File: src/rtl/core/mva_pkg.sv
// ---------------------------------------------------------------------------
// MIDI voice allocator package
// Shared widths, codes and the command and status groups between the
// controller and the datapath.
// ---------------------------------------------------------------------------
package mva_pkg;

   // Field widths fixed by the event and result formats.
   localparam int NOTE_W  = 7;
   localparam int CTRL_W  = 7;
   localparam int INDEX_W = 5;
   localparam int MASK_W  = 20;
   localparam int CSR_W   = 7;

   // Default voice count and reset values.
   localparam int VOICES_DEFAULT = 20;
   localparam logic [NOTE_W-1:0] NOTE_RESET      = 7'd64;
   localparam logic [CTRL_W-1:0] THRESHOLD_RESET = 7'd10;
   localparam logic [CTRL_W-1:0] CONTROLLER_RESET = 7'd64;

   // Event kinds carried by req_type.
   typedef enum logic [1:0] {
      EV_NOTE_ON  = 2'd0,
      EV_NOTE_OFF = 2'd1,
      EV_CONTROL  = 2'd2,
      EV_IGNORED  = 2'd3
   } event_kind_type;

   // Configuration register indexes.
   typedef enum logic {
      CSR_THRESHOLD  = 1'b0,
      CSR_CONTROLLER = 1'b1
   } csr_index_type;

   // Commands from the controller to the datapath.
   typedef struct packed {
      logic capture;
      logic search_step;
      logic scan_step;
      logic cc_apply;
   } ctrl_cmd_type;

   // Status from the datapath to the controller.
   typedef struct packed {
      logic search_done;
      logic scan_last;
   } dp_status_type;

endpackage

File: src/rtl/core/mva_ctrl.sv
// ---------------------------------------------------------------------------
// MIDI voice allocator controller
// Sequences one item at a time: free-voice search, note table scan or
// pedal update, then a single result strobe.
// ---------------------------------------------------------------------------
module mva_ctrl
   import mva_pkg::*;
(
   input  logic          clock,
   input  logic          reset,
   input  logic          start,
   input  logic [1:0]    req_type,
   input  dp_status_type status,
   output ctrl_cmd_type  cmd,
   output logic          busy,
   output logic          rsp_strobe
);

   typedef enum logic [5:0] {
      ST_IDLE   = 6'b000001,
      ST_SEARCH = 6'b000010,
      ST_SCAN   = 6'b000100,
      ST_FLUSH  = 6'b001000,
      ST_CC     = 6'b010000,
      ST_RESP   = 6'b100000
   } state_type;

   state_type state_ff;
   state_type state_in;

   // Next state and commands.
   always_comb begin
      state_in = state_ff;
      cmd      = '0;
      case (state_ff)
         ST_IDLE: begin
            if (start) begin
               cmd.capture = 1'b1;
               case (event_kind_type'(req_type))
                  EV_NOTE_ON:  state_in = ST_SEARCH;
                  EV_NOTE_OFF: state_in = ST_SCAN;
                  EV_CONTROL:  state_in = ST_CC;
                  default:     state_in = ST_RESP;
               endcase
            end
         end
         ST_SEARCH: begin
            cmd.search_step = 1'b1;
            if (status.search_done) begin
               state_in = ST_RESP;
            end
         end
         ST_SCAN: begin
            cmd.scan_step = 1'b1;
            if (status.scan_last) begin
               state_in = ST_FLUSH;
            end
         end
         ST_FLUSH: begin
            // The last table read is evaluated in this cycle.
            state_in = ST_RESP;
         end
         ST_CC: begin
            cmd.cc_apply = 1'b1;
            state_in     = ST_RESP;
         end
         ST_RESP: begin
            state_in = ST_IDLE;
         end
         default: begin
            state_in = ST_IDLE;
         end
      endcase
   end

   // State register.
   always_ff @(posedge clock) begin
      if (reset) begin
         state_ff <= ST_IDLE;
      end else begin
         state_ff <= state_in;
      end
   end

   assign busy       = (state_ff != ST_IDLE);
   assign rsp_strobe = (state_ff == ST_RESP);

endmodule

File: src/rtl/core/mva_datapath.sv
// ---------------------------------------------------------------------------
// MIDI voice allocator datapath
// Voice note table, active and held flags, round-robin pointer, pedal
// state, configuration registers and the result registers.
// ---------------------------------------------------------------------------
module mva_datapath
   import mva_pkg::*;
#(
   parameter int VOICES = VOICES_DEFAULT
)
(
   input  logic                clock,
   input  logic                reset,
   input  ctrl_cmd_type        cmd,
   output dp_status_type       status,
   input  logic [NOTE_W-1:0]   req_note,
   input  logic [CTRL_W-1:0]   req_ctrl_number,
   input  logic [CTRL_W-1:0]   req_ctrl_value,
   input  logic                csr_wen,
   input  logic                csr_index,
   input  logic [CSR_W-1:0]    csr_wdata,
   output logic                rsp_voice_started,
   output logic [INDEX_W-1:0]  rsp_voice_index,
   output logic [MASK_W-1:0]   rsp_released_mask,
   output logic                rsp_pedal_down
);

   localparam int IW = $clog2(VOICES);
   localparam logic [IW-1:0] LAST = IW'(VOICES - 1);

   // Note table: one write port, one registered read port.
   logic [NOTE_W-1:0] note_mem [VOICES];

   logic [VOICES-1:0] nvalid_ff, nvalid_in;
   logic [VOICES-1:0] active_ff, active_in;
   logic [VOICES-1:0] held_ff, held_in;
   logic [VOICES-1:0] rel_ff, rel_in;
   logic [IW-1:0]     next_ff, next_in;
   logic              pedal_ff, pedal_in;
   logic [CTRL_W-1:0] thr_ff, ctl_ff;

   logic [NOTE_W-1:0] note_ff;
   logic [CTRL_W-1:0] cnum_ff, cval_ff;
   logic [IW-1:0]     p_ff, p_in;
   logic [IW-1:0]     n_ff, n_in;
   logic [IW-1:0]     scan_ff, scan_in;
   logic              eval_vld_ff;
   logic [IW-1:0]     eval_idx_ff;
   logic [NOTE_W-1:0] note_q_ff;
   logic              valid_q_ff;
   logic              started_ff, started_in;
   logic [IW-1:0]     idx_ff, idx_in;

   logic              hit;
   logic [IW-1:0]     sel;
   logic              mem_we;
   logic [NOTE_W-1:0] eval_note;
   logic              pedal_new;

   function automatic logic [IW-1:0] inc_voice(input logic [IW-1:0] v);
      return (v == LAST) ? '0 : v + 1'b1;
   endfunction

   // Free-voice search: stop at an inactive voice, else steal the pointer.
   assign hit = !active_ff[p_ff];
   assign sel = hit ? p_ff : next_ff;
   assign status.search_done = hit || (n_ff == LAST);
   assign status.scan_last   = (scan_ff == LAST);
   assign mem_we = cmd.search_step && status.search_done;

   // An entry never written reads as the reset note.
   assign eval_note = valid_q_ff ? note_q_ff : NOTE_RESET;
   assign pedal_new = (cval_ff > thr_ff);

   // Voice flags, pointer and result updates.
   always_comb begin
      nvalid_in  = nvalid_ff;
      active_in  = active_ff;
      held_in    = held_ff;
      rel_in     = rel_ff;
      next_in    = next_ff;
      pedal_in   = pedal_ff;
      p_in       = p_ff;
      n_in       = n_ff;
      scan_in    = scan_ff;
      started_in = started_ff;
      idx_in     = idx_ff;

      if (cmd.capture) begin
         rel_in     = '0;
         started_in = 1'b0;
         idx_in     = '0;
         p_in       = next_ff;
         n_in       = '0;
         scan_in    = '0;
      end

      if (cmd.search_step) begin
         if (status.search_done) begin
            nvalid_in[sel] = 1'b1;
            active_in[sel] = 1'b1;
            next_in        = inc_voice(sel);
            idx_in         = sel;
            started_in     = 1'b1;
         end else begin
            p_in = inc_voice(p_ff);
            n_in = n_ff + 1'b1;
         end
      end

      if (cmd.scan_step) begin
         scan_in = inc_voice(scan_ff);
      end

      // Note-off: act on the entry read in the previous cycle.
      if (eval_vld_ff && (eval_note == note_ff)) begin
         if (pedal_ff) begin
            held_in[eval_idx_ff] = 1'b1;
         end else begin
            if (active_ff[eval_idx_ff]) begin
               rel_in[eval_idx_ff] = 1'b1;
            end
            active_in[eval_idx_ff] = 1'b0;
         end
      end

      // Pedal controller: releasing the pedal frees every held voice at once.
      if (cmd.cc_apply && (cnum_ff == ctl_ff)) begin
         pedal_in = pedal_new;
         if (!pedal_new) begin
            rel_in    = active_ff & held_ff;
            active_in = active_ff & ~held_ff;
            held_in   = '0;
         end
      end
   end

   // Control state.
   always_ff @(posedge clock) begin
      if (reset) begin
         nvalid_ff   <= '0;
         active_ff   <= '0;
         held_ff     <= '0;
         next_ff     <= '0;
         pedal_ff    <= 1'b0;
         eval_vld_ff <= 1'b0;
      end else begin
         nvalid_ff   <= nvalid_in;
         active_ff   <= active_in;
         held_ff     <= held_in;
         next_ff     <= next_in;
         pedal_ff    <= pedal_in;
         eval_vld_ff <= cmd.scan_step;
      end
   end

   // Configuration registers.
   always_ff @(posedge clock) begin
      if (reset) begin
         thr_ff <= THRESHOLD_RESET;
         ctl_ff <= CONTROLLER_RESET;
      end else if (csr_wen) begin
         case (csr_index_type'(csr_index))
            CSR_THRESHOLD:  thr_ff <= csr_wdata;
            CSR_CONTROLLER: ctl_ff <= csr_wdata;
            default: begin
            end
         endcase
      end
   end

   // Item fields, counters and result registers.
   always_ff @(posedge clock) begin
      if (cmd.capture) begin
         note_ff <= req_note;
         cnum_ff <= req_ctrl_number;
         cval_ff <= req_ctrl_value;
      end
      p_ff        <= p_in;
      n_ff        <= n_in;
      scan_ff     <= scan_in;
      rel_ff      <= rel_in;
      started_ff  <= started_in;
      idx_ff      <= idx_in;
      eval_idx_ff <= scan_ff;
      valid_q_ff  <= nvalid_ff[scan_ff];
   end

   // Note table write and registered read.
   always_ff @(posedge clock) begin
      if (mem_we) begin
         note_mem[sel] <= note_ff;
      end
      note_q_ff <= note_mem[scan_ff];
   end

   // Result formatting.
   logic [IW+INDEX_W-1:0] idx_ext;
   assign idx_ext = {{INDEX_W{1'b0}}, idx_ff};
   assign rsp_voice_index   = idx_ext[INDEX_W-1:0];
   assign rsp_voice_started = started_ff;
   assign rsp_pedal_down    = pedal_ff;

   for (genvar j = 0; j < MASK_W; j++) begin : g_mask
      if (j < VOICES) begin : g_live
         assign rsp_released_mask[j] = rel_ff[j];
      end else begin : g_zero
         assign rsp_released_mask[j] = 1'b0;
      end
   end

endmodule

File: src/rtl/core/midi_voice_allocator.sv
// From acceptance to the result strobe, a note-on searches for a free voice
// (one voice examined per cycle) and a note-off scans the note table (read
// one entry per cycle through its single read port). A new item can be taken
// in the cycle after the strobe. The receiver cannot stall. Synchronous reset
// restores the voice flags, pointer, pedal and configuration registers, and
// per-voice valid bits reset the note table; there is no clearing pass.
// ---------------------------------------------------------------------------
// MIDI voice allocator
// Round-robin polyphonic voice allocation with a sustain pedal; one result
// item for every event item.
// ---------------------------------------------------------------------------
module midi_voice_allocator
   import mva_pkg::*;
#(
   parameter int VOICES = VOICES_DEFAULT
)
(
   input  logic               clock,
   input  logic               reset,
   input  logic               start,
   output logic               busy,
   input  logic [1:0]         req_type,
   input  logic [NOTE_W-1:0]  req_note,
   input  logic [CTRL_W-1:0]  req_ctrl_number,
   input  logic [CTRL_W-1:0]  req_ctrl_value,
   output logic               rsp_strobe,
   output logic               rsp_voice_started,
   output logic [INDEX_W-1:0] rsp_voice_index,
   output logic [MASK_W-1:0]  rsp_released_mask,
   output logic               rsp_pedal_down,
   input  logic               csr_wen,
   input  logic               csr_index,
   input  logic [CSR_W-1:0]   csr_wdata
);

   ctrl_cmd_type  cmd;
   dp_status_type status;

   // Sequencer.
   mva_ctrl u_ctrl (
      .clock      (clock),
      .reset      (reset),
      .start      (start),
      .req_type   (req_type),
      .status     (status),
      .cmd        (cmd),
      .busy       (busy),
      .rsp_strobe (rsp_strobe)
   );

   // Voice table and result registers.
   mva_datapath #(
      .VOICES (VOICES)
   ) u_datapath (
      .clock             (clock),
      .reset             (reset),
      .cmd               (cmd),
      .status            (status),
      .req_note          (req_note),
      .req_ctrl_number   (req_ctrl_number),
      .req_ctrl_value    (req_ctrl_value),
      .csr_wen           (csr_wen),
      .csr_index         (csr_index),
      .csr_wdata         (csr_wdata),
      .rsp_voice_started (rsp_voice_started),
      .rsp_voice_index   (rsp_voice_index),
      .rsp_released_mask (rsp_released_mask),
      .rsp_pedal_down    (rsp_pedal_down)
   );

`ifndef ASSERT_OFF
   // An accepted item keeps the block busy in the following cycle.
   a_accept_busy: assert property (@(posedge clock) disable iff (reset)
      (start && !busy) |=> busy)
      else $error("accepted item did not make the block busy");

   // A result is strobed only while an item is in progress.
   a_strobe_busy: assert property (@(posedge clock) disable iff (reset)
      rsp_strobe |-> busy)
      else $error("result strobe without an item in progress");

   // Each item gives a single strobe.
   a_single_strobe: assert property (@(posedge clock) disable iff (reset)
      rsp_strobe |=> !rsp_strobe)
      else $error("result strobe held for more than one cycle");

   // A note-on releases no voice; other events report voice index zero.
   a_started_fields: assert property (@(posedge clock) disable iff (reset)
      rsp_strobe |-> (rsp_voice_started ? (rsp_released_mask == '0)
                                        : (rsp_voice_index == '0)))
      else $error("inconsistent result fields");
`endif

endmodule

File: config.mk
export PLATFORM = sky130hd
export DESIGN_NAME = midi_voice_allocator
export DESIGN_NICKNAME = d
export VERILOG_FILES = /design/src/rtl/core/mva_pkg.sv /design/src/rtl/core/mva_ctrl.sv /design/src/rtl/core/mva_datapath.sv /design/src/rtl/core/midi_voice_allocator.sv
export SDC_FILE = /design/constraint.sdc
export NUM_CORES = 1
export LEC_CHECK = 0
export BUFFER_PORTS_ARGS = -buffer_cell sky130_fd_sc_hd__buf_4
export CAP_MARGIN = 15
export CORE_MARGIN = 10
export CORE_UTILIZATION = 55
export DETAILED_ROUTE_END_ITERATION = 10
export PLACE_DENSITY = 0.79
export REMOVE_ABC_BUFFERS = 1
export SKIP_CTS_REPAIR_TIMING = 1
export SLEW_MARGIN = 15
export SYNTH_ARGS = -nofsm -noshare
export SYNTH_HDL_FRONTEND = slang
export SYNTH_HIERARCHICAL = 1
export SYNTH_SLANG_ARGS = --single-unit
export TNS_END_PERCENT = 1
File: constraint.sdc
create_clock -name clock -period 2.8 [get_ports clock]
set_input_delay 0.56 -clock clock [delete_from_list [all_inputs] [get_ports clock]]
set_output_delay 0.56 -clock clock [all_outputs]
set_load 0.02 [all_outputs]
==> results.json, run 1 <==
{
  "coreArea_sq_mm": 0.02347,
  "grt_overflow_total": 0,
  "synth-edff-count": 166,
  "end_kind": "register",
  "seqPwrFrac_pct": 50.3,
  "totalWireLength_mm": 34.93,
  "grt_max_degree": 50,
  "crit_arrival_ps": 3110,
  "grt_pass1_vias": 9656,
  "cts_buffer_depth": 3,
  "min_from": "req_ctrl_number[6]",
  "root_buffer": "clkbuf_16",
  "p_int_w": 0.007495,
  "power_density_mw_per_mm2": 619.3,
  "firstDrtPassIters": 5,
  "whs_ps": 177.2,
  "hold_violations": 0,
  "drt-vias-per-instance": 6.309,
  "r2r_start": "u_datapath/p_ff[0]$_DFF_P_",
  "peakVddDrop_v": 0.0004686,
  "maxSlewHeadroom_pct": 48.39,
  "finalWorstSetupSlack_ps": -43.53,
  "insertion_delay_ps": 560,
  "worstPathMaxFanout": 7,
  "endpoint": "u_datapath/note_mem[8][3]$_DFFE_PP_",
  "finalCritPeriodShare_pct": 101.6,
  "ys.flop_type": "edfxtp_1",
  "syn_area_per_cell_sq_um": 12.31,
  "synth-warning-count": 6,
  "htreeDepth": 1,
  "slew_viol_final": 0,
  "clk_pin_slew_worst_paths_ps": 60,
  "diodes": 0,
  "grt_antenna_before_repair": 0,
  "syn-cell-area_sq_mm": 0.01311,
  "cts_buffers": 30,
  "drc": 0,
  "clock_sinks": 302,
  "tritoncts": "yes",
  "fin_crit_ps": 2844,
  "instances_no_fill": 1555,
  "final_nets": 1259,
  "synthArstFlopShare_pct": 0,
  "vias": 9810,
  "filler_cell_count": 1617,
  "finalSetupViolCount": 21,
  "syn_inst": 1065,
  "hp-class": "in2reg",
  "cp.required_ps": 3070,
  "wl_met3_mm": 2.711,
  "swShare_pct": 23.65,
  "max_slew.worst_pin.slew_ps": 772.5,
  "r2r_cells": 10,
  "p_switching_w": 0.002322,
  "critPathMostFrequentCell": "buf_4",
  "yosys_register_bits": 302,
  "synth.distinct_cells": 76,
  "violations": "negative setup slack",
  "routed.top_layer": "met4",
  "leakagePower_nw": 5.678,
  "drive_gt1_share_pct": 28.72,
  "rsz0062_at_grt": "yes",
  "post-dp-hpwl_mm": 23.36,
  "dp.cells": 1493,
  "grt_usage_pct": 22.07,
  "start_kind": "register",
  "startpoint": "u_datapath/p_ff[0]$_DFF_P_",
  "rrSetupSlack_ps": -40,
  "slowest_delay_ps": 370,
  "seq_area_frac_synth_pct": 58.80,
  "grt_pass1_wl_mm": 54.14,
  "routedWlPerCell_um": 22.46,
  "run_status": "finished, violations left",
  "worst_path_max_delay_cell": "dfxtp_4",
  "comb_power_share_pct": 9.3,
  "fmax_mhz": 351.7,
  "max-cap-violations": 0,
  "io_pins": 64,
  "skew_ps": 18.40,
  "port_buffers": 63,
  "path_class": "reg2reg",
  "dieHeight_um": 174.4,
  "dieArea_sq_mm": 0.03041,
  "synthToLayoutAreaGrowth_pct": 20.93,
  "die_x_um": 174.4,
  "wl_met1_mm": 13.72,
  "reg2reg_to": "u_datapath/note_mem[8][3]$_DFFE_PP_",
  "p_clk_share_pct": 40.4,
  "worstPathCellList": "buf_4, mux2i_1, a22o_1, or3_4, buf_4, a311o_1, a211oi_2, buf_4, and3_1, buf_6",
  "met2WireLength_mm": 17.51,
  "globalplace.congestion": 0.9076,
  "rows": 56,
  "initial_core_util_pct": 55.84,
  "drt_iter0_drc": 1122,
  "antenna_left": 0
}
[cell usage in the layout, fill, tap and decap left out, types with 11 or more instances in the layout]
master,n
a21oi_1,77
a221oi_1,22
a31oi_1,15
a41oi_1,13
buf_4,177
clkbuf_16,31
dfxtp_1,133
edfxtp_1,166
inv_1,28
mux2i_1,14
mux4_2,54
nand2_1,65
nand3_1,50
nand4_1,25
nor2_1,88
o211ai_1,12
o21ai_0,19
xnor2_1,11
[cell families after synthesis]
group / count (synthesis) / share of synthesized area, %
AOI/OAI and AO/OA: 229 / 12.29
xor gates and xnor gates: 14 / 0.9355
adders and majority gates: 12 / 1.145
buffers and inverters: 108 / 3.532
DFF: 302 / 58.80
muxes: 69 / 10.42
and+or+nand+nor: 331 / 12.88
[Yosys cell counts, types with 9 or more instances]
master / count / area share, %
a21oi_1: 79 / 3.0
a221oi_1: 24 / 1.6
a31oi_1: 15 / 0.72
a41oi_1: 13 / 0.87
and2_1: 10 / 0.48
and3_1: 14 / 0.67
buf_2: 10 / 0.38
clkbuf_1: 50 / 1.4
dfxtp_1: 136 / 21
edfxtp_1: 166 / 38
ha_1: 12 / 1.1
inv_1: 32 / 0.92
mux2i_1: 15 / 1.1
mux4_2: 54 / 9.3
nand2_1: 71 / 2.0
nand3_1: 51 / 1.9
nand4_1: 25 / 1.2
nor2_1: 98 / 2.8
nor2b_1: 10 / 0.48
nor3b_1: 9 / 0.52
o211ai_1: 12 / 0.69
o21ai_0: 21 / 0.80
xnor2_1: 11 / 0.73
[sequential cells by signal, indices dropped and copies added (netlist names), 6 cells and up]
name	flops
u_datapath/note_ff	7
u_datapath/active_ff	20
u_datapath/note_mem	140
u_datapath/thr_ff	7
u_datapath/held_ff	20
u_datapath/nvalid_ff	20
u_datapath/cnum_ff	7
u_datapath/note_q_ff	7
u_datapath/rsp_released_mask	20
u_datapath/cval_ff	7
u_ctrl/state_ff	6
u_datapath/ctl_ff	7
[metrics by stage]
step / TNS, ps / setup WS, ps / instance area [sq um] / power, W / utilization [%]
finish: -397.0 / -43.53 / 15850 / 0.009817 / 67.53
global route: -4954 / -84.94 / 15850 / 0.01012 / 67.53
CTS: -29870 / -417.2 / 15570 / 0.009842 / 66.35
detailed placement: -28460 / -330.9 / 14610 / 0.005915 / 62.23
global placement: -20960 / -242.3 / 14610 / 0.005885 / 62.23
floorplan: -139780 / -915.1 / 12770 / 0.005525 / -
[layout make-up]
| type | count | area, sq um | share of cell area, % |
|---|---|---|---|
| clock buffers | 39 | 805.8 | 5.083 |
| clock inverters | 17 | 161.4 | 1.018 |
| inverters | 33 | 123.9 | 0.7814 |
| multi-input cells | 655 | 5125 | 32.33 |
| flip-flops and latches | 302 | 7714 | 48.66 |
| well taps | 319 | 399.1 | 2.518 |
| repair buffers | 190 | 1523 | 9.606 |
[worst min path at each step]
stage | to | slack, ps | cells after the start
after floorplan | u_datapath/nvalid_ff[14]$_SDFFE_PP0P_ | 420 | 2
after global placement | u_datapath/nvalid_ff[14]$_SDFFE_PP0P_ | 430 | 2
after detailed placement | u_datapath/nvalid_ff[14]$_SDFFE_PP0P_ | 440 | 2
after CTS | u_datapath/note_ff[5]$_DFFE_PP_ | 160 | 1
after global routing | u_datapath/cnum_ff[5]$_DFFE_PP_ | 160 | 1
final | u_datapath/cnum_ff[6]$_DFFE_PP_ | 180 | 1
[per-layer routing]
| metal | vias to the layer above | global-route usage (%) |
|---|---|---|
| li1 | 4379 | - |
| met1 | 4835 | 28.12 |
| met2 | 514 | 38.34 |
| met3 | 82 | 2.774 |
| met4 | 0 | 6.983 |
| met5 | - | 0 |
[power by group through the flow]
stage                     combinational (W)  sequential [W]  clock (W)
after floorplan                    0.000466         0.00506          0
after global placement             0.000860         0.00502          0
after detailed placement           0.000885         0.00503          0
after CTS                          0.000896         0.00494    0.00401
final                              0.000916         0.00494    0.00396
after global routing               0.000976         0.00495    0.00420
[worst max-delay path, delay by kind of cell, from the launching register on]
kind | cells | cell delay [ps]
AND/OR/NAND/NOR | 2 | 580
AO/OA/AOI/OAI | 3 | 830
buffers and inverters | 4 | 670
multiplexers | 1 | 110
flip-flops | 1 | 370
Power figures use the tool's default switching activity.
==> run 2, diff against run 1 <==
- RECOVER_POWER: default -> 25
==> results.json, run 2 (synthesis gave the netlist of run 1 again) <==
{
  "path_class": "reg2reg",
  "clk_pin_slew_worst_paths_ps": 70,
  "worst_path_max_delay_cell": "dfxtp_4",
  "routedWlPerCell_um": 22.42,
  "final_nets": 1259,
  "slew_viol_final": 0,
  "violations": "negative setup slack",
  "finalSetupViolCount": 21,
  "grt_pass1_wl_mm": 54.14,
  "dieHeight_um": 174.4,
  "globalplace.congestion": 0.9076,
  "grt_antenna_before_repair": 0,
  "cts_buffer_depth": 3,
  "io_pins": 64,
  "rsz0062_at_grt": "yes",
  "coreArea_sq_mm": 0.02347,
  "drt_iter0_drc": 1097,
  "slowest_delay_ps": 370,
  "run_status": "finished, violations left",
  "hold_violations": 0,
  "max_slew.worst_pin.slew_ps": 1229,
  "clock_sinks": 302,
  "initial_core_util_pct": 55.84,
  "peakVddDrop_v": 0.0004683,
  "totalWireLength_mm": 34.86,
  "finalWorstSetupSlack_ps": -52.15,
  "worstPathMaxFanout": 7,
  "antenna_left": 0,
  "start_kind": "register",
  "insertion_delay_ps": 560,
  "hp-class": "in2reg",
  "power_density_mw_per_mm2": 620.2,
  "leakagePower_nw": 5.657,
  "diodes": 0,
  "drive_gt1_share_pct": 28.48,
  "rows": 56,
  "grt_overflow_total": 0,
  "htreeDepth": 1,
  "vias": 9824,
  "port_buffers": 63,
  "grt_usage_pct": 22.07,
  "mostFrequentLayoutCells": "166 x edfxtp_1, 153 x buf_4, 133 x dfxtp_1",
  "crit_arrival_ps": 3130,
  "layout_commonest_cell": "edfxtp_1",
  "fmax_mhz": 350.6,
  "worstPathCellList": "buf_4, mux2i_1, a22o_1, or3_4, buf_4, a311o_1, a211oi_2, buf_4, and3_1, buf_6",
  "critPathBufInv": 4,
  "drt-vias-per-instance": 6.318,
  "final_core_util_pct": 67.42,
  "crit_family": "compound AO/OA/AOI/OAI gates",
  "cts_buffers": 30,
  "synthToLayoutAreaGrowth_pct": 20.73,
  "skew_ps": 23.57,
  "largest_reg_flops": 140,
  "fin_crit_ps": 2852,
  "fin_tns_setup_ps": -587.1,
  "placed_area_sq_mm": 0.01461,
  "max-cap-violations": 0,
  "drc": 0,
  "tritoncts": "yes",
  "die_x_um": 174.4,
  "fin_area_sq_mm": 0.01583,
  "post-dp-hpwl_mm": 23.36,
  "grt_max_degree": 50,
  "end_kind": "register",
  "top_register": "u_datapath/note_mem",
  "whs_ps": 195.8,
  "root_buffer": "clkbuf_16",
  "cp.required_ps": 3070,
  "dieArea_sq_mm": 0.03041,
  "maxSlewHeadroom_pct": 18.04,
  "firstDrtPassIters": 5,
  "finalCritPeriodShare_pct": 101.9,
  "grt_pass1_vias": 9656,
  "critPathMostFrequentCell": "buf_4"
}
-- run 2: cell types whose count changed in the layout (fill, tap and decap cells not counted), sizes merged --
cell,previous run,this run
buf,190,165
clkbuf,39,64
-- run 2: report_power, final --
group          internal [W]  switching [W]
Combinational      0.000383       0.000526
Sequential          0.00481       0.000128
Clock               0.00230        0.00167
-- run 2: routing by layer --
metal  vias to the layer above  track usage (%)  wire [um]
met3                        86            2.774       2541
li1                       4376                -          -
met5                         -                0          0
met4                         0            6.983       1083
met1                      4855            28.12      13760
met2                       507            38.34      17480
-- run 2: worst reg2reg max path, stage by stage (launching register included) --
cell and delay [ps]:
dfxtp_4 370, buf_4 150, mux2i_1 110, a22o_1 260
or3_4 360, buf_4 170, a311o_1 360, a211oi_2 210
buf_4 190, and3_1 230, buf_6 160
-- run 2: stage by stage --
| step | instances | total power, W | setup WS [ps] |
|---|---|---|---|
| after floorplan | 990 | 0.005525 | -915.1 |
| after global placement | 1493 | 0.005885 | -242.3 |
| after detailed placement | 1493 | 0.005915 | -330.9 |
| after CTS | 1549 | 0.009842 | -417.2 |
| after global routing | 1555 | 0.01011 | -84.94 |
| final | 1555 | 0.009815 | -52.15 |
-- run 2: path summary, 6_finish.rpt --
kind                                              start  slack, ps                                     to  depth (start not counted)
setup / recovery             u_datapath/p_ff[0]$_DFF_P_        -50    u_datapath/note_mem[8][3]$_DFFE_PP_                         10
hold / removal                       req_ctrl_number[6]        200        u_datapath/cnum_ff[6]$_DFFE_PP_                          1
setup reg to reg             u_datapath/p_ff[0]$_DFF_P_        -50    u_datapath/note_mem[8][3]$_DFFE_PP_                         10
hold reg to reg   u_datapath/nvalid_ff[14]$_SDFFE_PP0P_        460  u_datapath/nvalid_ff[14]$_SDFFE_PP0P_                          2
-- run 2: final cells by class --
cell class	count	area [sq um]
sequential	302	7714
fill	1618	7647
multi-input combinational	655	5125
timing repair buffer	190	1496
clock buffer	39	805.8
tap	319	399.1
clock inverter	17	161.4
inverter	33	123.9
==> run 3, diff against run 2 <==
- ABC_AREA: default -> 0
- SYNTH_HIERARCHICAL: 1 -> default
==> results.json, run 3 <==
{
  "filler_cell_count": 1552,
  "finalWorstSetupSlack_ps": -139.3,
  "yosysTopAreaCellShare_pct": 38.73,
  "synthAdderAreaFrac_pct": 1.167,
  "io_pins": 64,
  "yosys_register_bits": 302,
  "peakVddDrop_v": 0.0006923,
  "grt_max_degree": 66,
  "max_slew.worst_pin.slew_ps": 1006,
  "firstDrtPassIters": 6,
  "die_x_um": 173.0,
  "syn_inst": 1024,
  "met2WireLength_mm": 17.24,
  "synth_top_family_by_area": "compound AO/OA/AOI/OAI gates",
  "finalCritPeriodShare_pct": 105.0,
  "synth.distinct_cells": 64,
  "max-cap-violations": 0,
  "grt_usage_pct": 21.92,
  "routedWlPerCell_um": 22.86,
  "drc": 0,
  "grt_pass1_vias": 9403,
  "hold_violations": 0,
  "final_nets": 1233,
  "synth-compound-area-share_pct": 13.06,
  "grt_pass1_wl_mm": 52.71,
  "grt_antenna_before_repair": 0,
  "hp-class": "in2reg",
  "dieHeight_um": 173.0,
  "synth-edff-count": 166,
  "antenna_left": 0,
  "synth-xor-area-share_pct": 0.7486,
  "fin_crit_ps": 2939,
  "largest_reg_flops": 140,
  "violations": "negative setup slack",
  "post-dp-hpwl_mm": 23.31,
  "maxSlewHeadroom_pct": 32.78,
  "place_ws_ps": -414.2,
  "crit_arrival_ps": 3390,
  "syn-cell-area_sq_mm": 0.01287,
  "tritoncts": "yes",
  "synth_area_leaders": "edfxtp_1 39%, dfxtp_1 21%, mux4_2 9.3%",
  "synthMuxAreaShare_pct": 11.10,
  "grt_overflow_total": 0,
  "finalSetupViolCount": 69,
  "wl_met1_mm": 13.53,
  "layout_commonest_cell": "edfxtp_1",
  "root_buffer": "clkbuf_16",
  "synth-warning-count": 0,
  "clock_sinks": 302,
  "synthTopCellsByCount": "166 x edfxtp_1, 136 x dfxtp_1, 93 x a21oi_1",
  "clk_pin_slew_worst_paths_ps": 60,
  "fin_area_sq_mm": 0.01581,
  "path_class": "reg2reg",
  "skew_ps": 11.30,
  "wl_met3_mm": 3.154,
  "cts_buffers": 30,
  "diodes": 0,
  "rsz0062_at_grt": "yes",
  "start_kind": "register",
  "synthToLayoutAreaGrowth_pct": 22.86,
  "run_status": "finished, violations left",
  "dieArea_sq_mm": 0.02992,
  "top_register": "u_datapath.note_mem",
  "placed_area_sq_mm": 0.01457,
  "initial_core_util_pct": 56.33,
  "drt-vias-per-instance": 6.192,
  "end_kind": "register",
  "port_buffers": 63,
  "drt_iter0_drc": 1157,
  "fmax_mhz": 340.2,
  "ys.flop_type": "edfxtp_1",
  "globalplace.congestion": 0.9114,
  "seq_area_frac_synth_pct": 59.89,
  "yosysMostFrequentCell": "edfxtp_1",
  "synth-simple-area-share_pct": 10.47,
  "cp.required_ps": 3250,
  "vias": 9431,
  "insertion_delay_ps": 550,
  "mostFrequentLayoutCells": "166 x edfxtp_1, 143 x buf_4, 133 x dfxtp_1",
  "cts_buffer_depth": 3,
  "yosysTopAreaCell": "edfxtp_1",
  "coreArea_sq_mm": 0.02285,
  "routed.top_layer": "met4",
  "syn_area_per_cell_sq_um": 12.57,
  "power_density_mw_per_mm2": 732.5,
  "leakagePower_nw": 5.745,
  "slew_viol_final": 0,
  "htreeDepth": 1,
  "synthArstFlopShare_pct": 0,
  "worstPathMaxFanout": 6,
  "rows": 55,
  "drive_gt1_share_pct": 29.17,
  "totalWireLength_mm": 34.82
}
-- run 3: cell types whose count changed in the layout (fill, tap and decap cells not counted), moves of 13 or more --
cell / previous run / this run
nor2_1: 88 / 62
a22oi_1: 2 / 28
a221oi_1: 22 / 7
nand4_1: 25 / 5
a21oi_1: 77 / 92
o21a_1: 5 / 24
inv_1: 28 / 53
a41oi_1: 13 / 0
-- run 3: area by class of cell --
type | instances | area [sq um] | share of cell area, %
Multi-Input combinational cell | 605 | 4842 | 30.62
Tap cell | 313 | 391.6 | 2.477
Clock inverter | 8 | 142.6 | 0.9021
Clock buffer | 48 | 900.9 | 5.698
Timing Repair Buffer | 186 | 1587 | 10.03
Inverter | 61 | 234.0 | 1.480
Sequential cell | 302 | 7714 | 48.79
-- run 3: metal layers --
metal,up-vias,track usage [%]
met5,-,0
li1,4185,-
met4,0,7.151
met3,69,4.182
met1,4667,28.13
met2,510,36.69
-- run 3: through the flow --
step | power, W | util, % | instances | setup TNS [ps] | hold WS, ps
2_1_floorplan | 0.006286 | - | 968 | -85070 | 392.8
3_3_place_gp | 0.007166 | 63.76 | 1461 | -23630 | 415.9
3_5_place_dp | 0.007222 | 63.76 | 1461 | -41520 | 415.0
4_1_cts | 0.01141 | 68.32 | 1517 | -48910 | 164.4
5_1_grt | 0.01193 | 69.21 | 1523 | -10550 | 190.2
6_report | 0.01158 | 69.21 | 1523 | -2888 | 202.7
-- run 3: worst paths after layout --
check                                                          end  slack (ps)  cells past startpoint                                 from
worst max-delay path            u_datapath.active_ff[5]$_SDFF_PP0_        -140                     10           u_datapath.p_ff[0]$_DFF_P_
worst max register to register  u_datapath.active_ff[5]$_SDFF_PP0_        -140                     10           u_datapath.p_ff[0]$_DFF_P_
worst min-delay path               u_datapath.note_ff[5]$_DFFE_PP_         200                      1                          req_note[5]
worst min register to register   u_datapath.eval_idx_ff[3]$_DFF_P_         430                      0  u_datapath.scan_ff[3]$_SDFFCE_PP0P_
-- run 3: where the power goes --
part	switching [W]	internal, W	leakage (nW)	total, W
sequential	0.000184	0.00487	2.61	0.00506
clock	0.00164	0.00256	0.511	0.00420
combinational	0.00128	0.00104	2.62	0.00232
total	0.00311	0.00847	5.74	0.0116
-- run 3: logic make-up after synthesis --
| kind of cell | count (synthesis) |
|---|---|
| adders and majority gates | 12 |
| muxes | 75 |
| xor gates and xnor gates | 11 |
| AOI/OAI and AO/OA | 241 |
| DFF | 302 |
| buffers and inverters | 117 |
| and+or+nand+nor | 266 |
-- run 3: critical path: stages (launching register included) --
cell and delay (ps):
dfxtp_4 370, buf_6 140, mux2i_2 150, a221o_1 370
o2bb2a_4 230, buf_6 110, a221o_4 440, nor3_4 380
nand3_2 190, buf_6 170, a2111oi_4 270
